[src/design/sil_pkg.sv]
package sil_pkg;

  localparam int CAPACITY    = 32;
  localparam int MAX_RESULTS = 32;
  localparam int EMIT_MAX    = (CAPACITY < MAX_RESULTS) ? CAPACITY : MAX_RESULTS;
  localparam int IDX_W       = $clog2(CAPACITY);
  localparam int CNT_W       = $clog2(CAPACITY + 1);

  typedef logic signed [31:0] word_t;
  typedef logic [IDX_W-1:0]   idx_t;
  typedef logic [CNT_W-1:0]   cnt_t;

  localparam logic [1:0] FUNC_APPEND = 2'd0;
  localparam logic [1:0] FUNC_INSERT = 2'd1;
  localparam logic [1:0] FUNC_READ   = 2'd2;

  localparam logic [1:0] ST_OK    = 2'd0;
  localparam logic [1:0] ST_VALUE = 2'd1;
  localparam logic [1:0] ST_FULL  = 2'd2;
  localparam logic [1:0] ST_EMPTY = 2'd3;

  typedef enum logic [1:0] {
    CELL_HOLD,
    CELL_PLACE,
    CELL_ROTATE
  } cell_op_t;

  typedef enum logic {
    S_IDLE,
    S_READ
  } state_t;

  typedef struct packed {
    cell_op_t op;
    logic     append;
    word_t    v;
    cnt_t     count;
  } cell_cmd_t;

  typedef struct packed {
    logic [1:0] func;
    word_t      value_in;
  } in_item_t;

  typedef struct packed {
    word_t      value_out;
    logic       last_of_run;
    logic [1:0] status;
  } out_item_t;

endpackage

[src/design/sil_cell.sv]
module sil_cell import sil_pkg::*; (
  input  logic      clk,
  input  idx_t      pos,
  input  cell_cmd_t cmd,
  input  word_t     left_value,
  input  logic      left_lt,
  input  word_t     right_value,
  input  word_t     head_value,
  output word_t     value,
  output logic      lt
);

  cnt_t  pos_ext;
  logic  occupied;
  logic  tail;
  word_t value_next;

  assign pos_ext  = CNT_W'(pos);
  assign occupied = pos_ext < cmd.count;
  assign tail     = (pos_ext + CNT_W'(1)) == cmd.count;
  // append treats every stored entry as smaller than the new value
  // the run of smaller entries ends at the first cell that breaks it, so an
  // unsorted list built by appends still inserts at the first such cell
  assign lt       = left_lt && occupied && (cmd.append || (value < cmd.v));

  always_comb begin
    value_next = value;
    case (cmd.op)
      CELL_PLACE: begin
        if (lt) begin
          value_next = value;
        end else if (left_lt) begin
          value_next = cmd.v;
        end else begin
          value_next = left_value;
        end
      end
      CELL_ROTATE: begin
        if (occupied) begin
          value_next = tail ? head_value : right_value;
        end
      end
      default: value_next = value;
    endcase
  end

  always_ff @(posedge clk) begin
    value <= value_next;
  end

endmodule

[src/design/sil_chain.sv]
module sil_chain import sil_pkg::*; (
  input  logic      clk,
  input  cell_cmd_t cmd,
  output word_t     head
);

  word_t values [CAPACITY];
  logic  lts    [CAPACITY];

  assign head = values[0];

  for (genvar g = 0; g < CAPACITY; g++) begin : g_cell
    word_t left_v;
    logic  left_l;
    word_t right_v;

    if (g == 0) begin : g_first
      // nothing stands before the first cell
      assign left_v = '0;
      assign left_l = 1'b1;
    end else begin : g_mid
      assign left_v = values[g-1];
      assign left_l = lts[g-1];
    end

    if (g == CAPACITY - 1) begin : g_last
      assign right_v = values[0];
    end else begin : g_inner
      assign right_v = values[g+1];
    end

    sil_cell u_cell (
      .clk         (clk),
      .pos         (IDX_W'(g)),
      .cmd         (cmd),
      .left_value  (left_v),
      .left_lt     (left_l),
      .right_value (right_v),
      .head_value  (values[0]),
      .value       (values[g]),
      .lt          (lts[g])
    );
  end

endmodule

[src/design/sorted_insert_list.sv]
// sorted insert list: keeps up to CAPACITY signed 32-bit values in a row of cells.
// a transaction is taken at a clock edge where start is high and busy is low.
// append and insert finish in the cell row at the accepting edge; their single
// status result shows on result in the next cycle, marked by strobe, so such a
// transaction can follow in every cycle. a readout holds busy high while the cells
// rotate the list past cell zero, one step per stored entry; values come out one
// per cycle, the first once the state has turned to read and the result register
// has taken cell zero, and the rotation leaves the list in its original order.
// an empty readout, a full store and the unused function code each answer one
// result in the next cycle. strobe is high for exactly one cycle per result and
// the receiver cannot stall: every strobed result must be taken as it appears.
module sorted_insert_list import sil_pkg::*; (
  input  logic      clk,
  input  logic      rst,
  input  logic      start,
  output logic      busy,
  input  in_item_t  item,
  output logic      strobe,
  output out_item_t result
);

  state_t    state;
  state_t    state_next;
  cnt_t      count;
  cnt_t      count_next;
  cnt_t      idx;
  cnt_t      idx_next;
  cnt_t      emit_n;
  logic      accept;
  logic      full;
  logic      strobe_next;
  out_item_t result_next;
  cell_cmd_t cmd;
  word_t     head;

  assign busy   = (state == S_READ);
  assign accept = start && !busy;
  assign full   = (count == CNT_W'(CAPACITY));
  // number of values a readout actually emits
  assign emit_n = (count > CNT_W'(EMIT_MAX)) ? CNT_W'(EMIT_MAX) : count;

  sil_chain u_chain (
    .clk  (clk),
    .cmd  (cmd),
    .head (head)
  );

  always_comb begin
    state_next  = state;
    count_next  = count;
    idx_next    = idx;
    strobe_next = 1'b0;
    result_next = '{value_out: '0, last_of_run: 1'b1, status: ST_OK};
    cmd         = '{op: CELL_HOLD, append: 1'b0, v: item.value_in, count: count};
    case (state)
      S_IDLE: begin
        if (accept) begin
          case (item.func)
            FUNC_APPEND, FUNC_INSERT: begin
              strobe_next = 1'b1;
              if (full) begin
                result_next.status = ST_FULL;
              end else begin
                cmd.op     = CELL_PLACE;
                cmd.append = (item.func == FUNC_APPEND);
                count_next = count + CNT_W'(1);
              end
            end
            FUNC_READ: begin
              if (count == '0) begin
                strobe_next        = 1'b1;
                result_next.status = ST_EMPTY;
              end else begin
                // the read state registers the first value from cell zero
                state_next = S_READ;
                idx_next   = '0;
              end
            end
            default: begin
              // unused code: plain ack, nothing changes
              strobe_next = 1'b1;
            end
          endcase
        end
      end
      S_READ: begin
        cmd.op                  = CELL_ROTATE;
        strobe_next             = (idx < emit_n);
        result_next.value_out   = head;
        result_next.status      = ST_VALUE;
        result_next.last_of_run = (idx == emit_n - CNT_W'(1));
        if (idx == count - CNT_W'(1)) begin
          state_next = S_IDLE;
        end else begin
          idx_next = idx + CNT_W'(1);
        end
      end
      default: state_next = S_IDLE;
    endcase
  end

  always_ff @(posedge clk) begin
    if (rst) begin
      state  <= S_IDLE;
      count  <= '0;
      idx    <= '0;
      strobe <= 1'b0;
    end else begin
      state  <= state_next;
      count  <= count_next;
      idx    <= idx_next;
      strobe <= strobe_next;
    end
  end

  // result payload needs no reset
  always_ff @(posedge clk) begin
    result <= result_next;
  end

  // fill level never runs past the store size
  a_count_bound: assert property (@(posedge clk) disable iff (rst)
    count <= CNT_W'(CAPACITY))
    else $error("element count above capacity");

  // the readout index stays among stored entries and the list does not change size
  a_read_idx: assert property (@(posedge clk) disable iff (rst)
    (state == S_READ) |-> (idx < count) && (count != '0) && $stable(count))
    else $error("readout index out of range");

  // a placed value is acked ok in the next cycle and grows the list by one
  a_place_ack: assert property (@(posedge clk) disable iff (rst)
    (accept && !full && (item.func == FUNC_APPEND || item.func == FUNC_INSERT))
    |=> (strobe && result.status == ST_OK && result.last_of_run
         && count == $past(count) + CNT_W'(1)))
    else $error("missing ack after placing a value");

  // an empty readout answers one empty result and stays idle
  a_empty_read: assert property (@(posedge clk) disable iff (rst)
    (accept && item.func == FUNC_READ && count == '0)
    |=> (strobe && result.status == ST_EMPTY && state == S_IDLE))
    else $error("empty readout not flagged");

endmodule
[config.mk]
export PLATFORM = sky130hd
export DESIGN_NAME = sorted_insert_list
export DESIGN_NICKNAME = d
export VERILOG_FILES = /design/src/design/sil_pkg.sv /design/src/design/sil_cell.sv /design/src/design/sil_chain.sv /design/src/design/sorted_insert_list.sv
export SDC_FILE = /design/constraint.sdc
export NUM_CORES = 2
export LEC_CHECK = 0
export ABC_AREA = 1
export BUFFER_PORTS_ARGS = -buffer_cell sky130_fd_sc_hd__buf_2
export CORE_MARGIN = 3
export CORE_UTILIZATION = 40
export CTS_BUF_LIST = sky130_fd_sc_hd__clkbuf_4 sky130_fd_sc_hd__clkbuf_8
export DETAILED_ROUTE_END_ITERATION = 7
export PLACE_DENSITY_LB_ADDON = 0.1
export SLEW_MARGIN = 20
export SYNTH_ARGS = -nofsm -noshare
export SYNTH_HDL_FRONTEND = slang
export SYNTH_SLANG_ARGS = --single-unit
[constraint.sdc]
create_clock -name clk -period 7.2 [get_ports clk]
set_input_delay 0.72 -clock clk [delete_from_list [all_inputs] [get_ports clk]]
set_output_delay 0.72 -clock clk [all_outputs]
set_load 0.01 [all_outputs]
== Word level (Yosys, flattened, before mapping) ==
Cells that the tools add are included.

* Add/subtract/negate cells: 4
* Magnitude comparators: 66
* Equality and inequality tests: 107
* Muxes and demuxes: 183
* Bitwise logic cells: 2
* Reductions and logical operators: 135

{| class="wikitable"
|+ Operators with widths
! operator !! count
|-
| $mux 32 || 126
|-
| $pmux 32 s2 || 32
|-
| $lt 32x32->1 || 32
|-
| $ne 2x2->1 const B || 68
|-
| $eq 5x6->1 const A || 16
|-
| $lt 5x6->1 const A || 16
|-
| $reduce_and 3->1 || 31
|-
| $logic_and 1x1->1 || 64
|-
| $eq 4x6->1 const A || 8
|-
| $lt 4x6->1 const A || 8
|-
| $logic_or 1x1->1 || 32
|-
| $mux 6 || 5
|-
| $eq 3x6->1 const A || 4
|-
| $lt 3x6->1 const A || 4
|-
| $add 6x1->6 const B || 2
|-
| $eq 2x6->1 const A || 2
|-
| $eq 6x6->1 || 2
|-
| $lt 1x6->1 const A || 2
|-
| $lt 2x6->1 const A || 2
|-
| $mux 2 || 6
|-
| $pmux 2 s2 || 3
|-
| $pmux 6 s2 || 1
|-
| $reduce_and 4->1 || 3
|-
| $sub 6x1->6 const B || 2
|-
| other kinds (15) || 26
|}

* Register bits: 1073
* Input bits: 37
* Output and inout bits: 37
* Logic and storage cells: 536

== Logic depth before layout (Yosys ltp) ==
* Depth after elaboration: 71
* Depth in mapped cells: 36
* Mapped depth without buffers: 35

== Cells and area by module ==
Synthesis repeated with hierarchy kept, for this count alone.

* Cells, all modules: 12884
* Area, all modules: 107712.1 sq um

{| class="wikitable"
|+ Modules (own cells, without submodules)
! module !! times used !! cells an instance !! area an instance (sq um) !! sequential area each (sq um)
|-
| sil_cell || 32 || 393 || 3295.7 || 960.9
|-
| sorted_insert_list || 1 || 306 || 2243.4 || 980.9
|-
| sil_chain || 1 || 2 || 7.5 || 0.0
|}

== Worst setup path after synthesis ==
No wires, ideal clock.

* Path type: input port to flip-flop
* From: input port item[31] in the netlist's numbering
* To: register u_chain.g_cell[16].u_cell.value[0] (enable)
* Library setup time: 0.470 ns
* Arrival time: 6.204 ns
* Data required time: 6.730 ns
* Setup slack: 0.526 ns
* Stages: 22
* Path buffers: 2
* Cells stage by stage: clkinv_1 > clkbuf_1 > ha_1 > a21oi_1 > o21ai_0 > a21o_1 > a21oi_1 > nand2_1 > nand2_1 > nand3_1 > nand3_2 > nor2_2 > nand4_2 > nor2_4 > nand4_2 > nor2_2 > nand4_2 > nor2_4 > nand4_2 > nor2_4 > buf_2 > a211oi_1

* Word-level cells in the longest chain between the ends: 37
* Elaborated cells on any way between the ends: 69
* Classes of those cells: 17 x order compare; 1 x eq/ne; 51 x reduce/logical

{| class="wikitable"
|+ Ends and longest elaborated chain
! item !! line !! RTL
|-
| start: declaration || sorted_insert_list.sv:17 || <nowiki>input in_item_t item,</nowiki>
|-
| $lt 32x32->1 || sil_cell.sv:24 || <nowiki>assign lt = left_lt && occupied && (cmd.append || (value < cmd.v));</nowiki>
|-
| $logic_or 1x1->1 || sil_cell.sv:24 ||
|-
| $logic_and 1x1->1 (32 in series) || sil_cell.sv:24 ||
|-
| $logic_and 1x1->1 * || sil_cell.sv:24 ||
|-
| $ne 2x2->1 (no line) * || n/a ||
|-
| $reduce_and 3->1 (no line) * || n/a ||
|-
| end signal: assignment || sil_cell.sv:48 || <nowiki>value <= value_next;</nowiki>
|-
| end: declaration || sil_cell.sv:9 || <nowiki>output word_t value,</nowiki>
|}

Every way passes the cells marked *; elsewhere a longest branch is shown, timed or not.
A chain may end at the register's enable or synchronous reset.

== Worst setup path in the final report ==
* From: register state, in the netlist busy
* To: register u_chain.g_cell[31].u_cell.value[0] (data pin)

* Word-level cells in the longest chain between the ends: 69
* Elaborated cells on any way between the ends: 103
* Classes of those cells: 2 x eq/ne; 6 x mux; 1 x bitwise; 94 x reduce/logical

{| class="wikitable"
|+ Ends and longest elaborated chain
! item !! line !! RTL
|-
| start: declaration || sorted_insert_list.sv:22 || <nowiki>state_t state;</nowiki>
|-
| start signal: assignment || sorted_insert_list.sv:109 || <nowiki>state <= state_next;</nowiki>
|-
| $logic_not 1->1 || sorted_insert_list.sv:37 || <nowiki>assign accept = start && !busy;</nowiki>
|-
| $logic_and 1x1->1 || sorted_insert_list.sv:37 ||
|-
| $mux 2 || sorted_insert_list.sv:57 || <nowiki>if (accept) begin</nowiki>
|-
| $mux 1 || sorted_insert_list.sv:55 || <nowiki>case (state)</nowiki>
|-
| $logic_or 1x1->1 || sil_cell.sv:24 ||
|-
| $logic_and 1x1->1 (61 in series) || sil_cell.sv:24 ||
|-
| $mux 32 || sil_cell.sv:32 || <nowiki>end else if (left_lt) begin</nowiki>
|-
| $mux 32 || sil_cell.sv:30 || <nowiki>if (lt) begin</nowiki>
|-
| $pmux 32 s2 * || sil_cell.sv:28 || <nowiki>case (cmd.op)</nowiki>
|-
| net u_chain.g_cell[31].u_cell.value_next[0] || sil_cell.sv:16 || <nowiki>word_t value_next;</nowiki>
|-
| end signal: assignment || sil_cell.sv:48 ||
|-
| end: declaration || sil_cell.sv:9 ||
|}

Mark *: on every way through the listed nets, which the timed path passes. The rest lies on a longest branch. The select of a mux whose other input is x is not followed.

==> results.txt <==
Synth Area per Inst: 7.93 sq um
Largest net degree at the start of global routing: 234
P_leak: 38.3 nW
Most common flop cell mapped by yosys: edfxtp_1
Register area share after synthesis: 37.0%
Max_cap viols: 0
Nets: 11.6k
Switching pwr: 6.07 mW
CP top delay family: simple AND/OR/NAND/NOR gates
Most frequent cells in the layout: 2,054 x o21ai_0, 1,712 x a21oi_1, 1,302 x nand2_1
Gpl congestion: 0.907
Initial antenna violation count: 23
Worst setup path class: reg -> reg
Area growth syn-to-layout: 8.64%
TNS Setup: 0 ns
XOR/XNOR Fraction of Synth Area: 0.184%
PostCTS Resize Cnt: 0
Routed vias/inst: 6.21
Fillers: 21.4k
Final number of hold-violating endpoints: 0
Iter 0 DRT Violations: 8,668
Worst setup SP type: flip-flop
Post-route DRC: 0
FF+latch count, synth: 1,073
Simple-Gate Fraction of Synth Area: 12.3%
YS warnings: 0
Starting Density: 40.3%
R2r setup slk: 0.35 ns
Cell Pwr Density: 194 nW/um^2
WHS Endpoint: result[1]
Worst R2R Path Depth: 28
Post-DP Area: 88,700 sq um
Peak Freq: 0.146 GHz
Largest family of logic cells by synthesized area: compound AO/OA/AOI/OAI gates
Internal: 12.0 mW
Crit path largest cell delay: 0.65 ns
Setup repair after global routing missed its margin: no
Vias in the first global route: 81.4k
Comb power frac: 20.6%
Tot GR Track Use: 32.8%
Via count: 84.0k
Final setup fails: 0
Clk_skew: 0.0715 ns
Clock Sinks: 1,073
Status: finished, final reports clean
Worst Path Required: 8.05 ns
DIE WIDTH: 469 um
Final wirelength: 372,000 um
Synth Area in Adders: 14.7%
Root Buffer Master: clkbuf_8
Clock Power Share: 35.2%
EDFF count, synth: 1,024
Layout cell share with drive strength beyond 1: 7.79%
Slowest library cell on the worst path: nor2_4
Post-Syn Area: 85,700 sq um
Distinct cells, synth: 61
Port buffer count: 73
Hold WC Path Type: in -> reg
Hpwl dp: 253,000 um
Period utilisation layout: 95.1%
Mapped Cells: 10.8k
Die height: 469 um
Tot Pwr: 18.1 mW
WL per Instance: 27.5 um
H-tree levels: 4
Num CTS Buffers: 211
First-pass GRT wire length: 539,000 um
Mux cell area share after synthesis: 0%
GRT Residual Overflow: 0
Std-Cell Rows: 169
Slew headroom: 21.4%
Share of flip-flops with an asynchronous set or reset: 0%
Switch share: 33.6%
Clock transition at path regs: 0.06 ns
Clock Latency Late Sink: 1.03 ns
Syn_nets: 11.8k
Compound-cell area share of the yosys netlist: 27.9%
Post-CTS setup buffers: 0
Most used cell along the critical path: nor2_4
Most common cell after layout, fill and taps aside: o21ai_0
RR Startpoint: busy
CP startpoint: busy
CP arrival: 7.70 ns
CTS tree: yes
Final Cell Area: 93,100 sq um
1st-pass router iterations: 8
Reg power frac: 44.1%
VDD IR max: 0.214 mV
Hold path cells: 3
Worst Path Max Fanout: 119
DRT antenna net count: 0
Core area: 213,000 sq um
Crit path buffers/inverters: 3
Reg2reg end: u_chain.g_cell[31].u_cell.value[0]
Worst Tran Pin Value: 1.18 ns
CP endpoint kind: flip-flop
Max Transition Viols Final: 0
IO Pins: 74
Area of the die: 220,000 sq um
CTS Buffer Depth: 3
Hold Slack: 0.0777 ns
Minimum clock period: 6.85 ns
Hold_sp: start
sequential cells by signal, indices dropped and copies added (netlist names):
| name | flops |
|---|---|
| busy | 1 |
| count | 6 |
| idx | 6 |
| result | 35 |
| strobe | 1 |
| u_chain.g_cell.u_cell.value | 1024 |
synthesized netlist by cell type (all sizes together) (4+ instances only):
library cell  number  area share (%)
xor2               7           0.072
a21oi           1724              10
o2111ai            4           0.041
nand3            181             1.1
inv              835             3.7
a221oi            13            0.13
a31oi             13           0.095
a21boi             7           0.061
o21a              28            0.25
clkinv            10           0.044
clkbuf           639             2.8
nor3              56            0.33
o32ai             91            0.93
buf              216             1.3
a211oi            27            0.24
o31ai            138             1.2
a2111oi            8           0.082
o211ai           249             2.2
nand2           1323             5.8
o21ai           2059              12
nand4            126            0.99
o221ai            19            0.19
nor2             870             3.9
o21bai             5           0.044
a21o              22            0.19
ha              1004              15
xnor2             11            0.11
nor4              19            0.14
edfxtp          1024              36
dfxtp             49             1.1
o221a              4           0.053
power groups by stage:
stage	clock, mW	sequential (mW)	combinational, mW
6_report	6.38	7.99	3.74
5_1_grt	6.72	8.01	4.12
4_1_cts	6.47	7.97	3.65
3_5_place_dp	0	8.09	3.64
3_3_place_gp	0	8.09	3.52
2_1_floorplan	0	7.87	2.28
metrics by stage:
| step | setup slack [ns] | cells | util (%) |
|---|---|---|---|
| floorplan | 0.526 | 10800 | - |
| global placement | 0.444 | 13100 | 41.7 |
| detailed placement | 0.356 | 13100 | 41.8 |
| CTS | 0.338 | 13500 | 43.7 |
| global route | 0.0183 | 13500 | 43.8 |
| finish | 0.353 | 13500 | 43.8 |
cell type report:
class | instances | area, sq um | area share, %
antenna | 27 | 67.6 | 0.0726
sequential | 1073 | 31700 | 34.1
clock inverter | 62 | 293 | 0.315
timing repair buffer | 374 | 2930 | 3.15
multi-input combinational | 8029 | 47500 | 51.1
inverter | 845 | 3180 | 3.42
tap | 2821 | 3530 | 3.79
clock buffer | 311 | 3810 | 4.10
worst reg2reg max path: cells and delay by family, from the launching register on:
kind | cells | cell delay (ns)
buffers and inverters | 3 | 1.05
AND/OR/NAND/NOR | 25 | 5.24
flip-flops | 1 | 0.41
routing by layer:
layer	wire length (um)	share of wire (%)	GRT usage, %
met2	173000	47	53.8
met5	55	0.015	0
met3	29000	7.8	5.32
met1	145000	39	40.1
met4	25000	6.7	20.6
logic make-up after synthesis:
kind of cell / Yosys count
adder cells (fa/ha/maj): 1004
flip-flops: 1073
buffers and inverters: 1701
AO/OA/AOI/OAI: 4421
AND/OR/NAND/NOR: 2586
XOR/XNOR: 18
repair_timing:
action / in CTS / in global routing
endpoints found under the setup margin: 0 / 0
hold buffers: 2 / 0
endpoints found under the hold margin: 5 / 0
worst max-delay path by stage:
stage / end / depth (start not counted)
after floorplan: u_chain.g_cell[16].u_cell.value[0] / 22
after global placement: u_chain.g_cell[31].u_cell.value[23] / 28
after detailed placement: u_chain.g_cell[31].u_cell.value[0] / 28
after CTS: u_chain.g_cell[31].u_cell.value[0] / 28
after global routing: u_chain.g_cell[31].u_cell.value[0] / 28
final: u_chain.g_cell[31].u_cell.value[0] / 28
(Power assumes the default switching activity.)
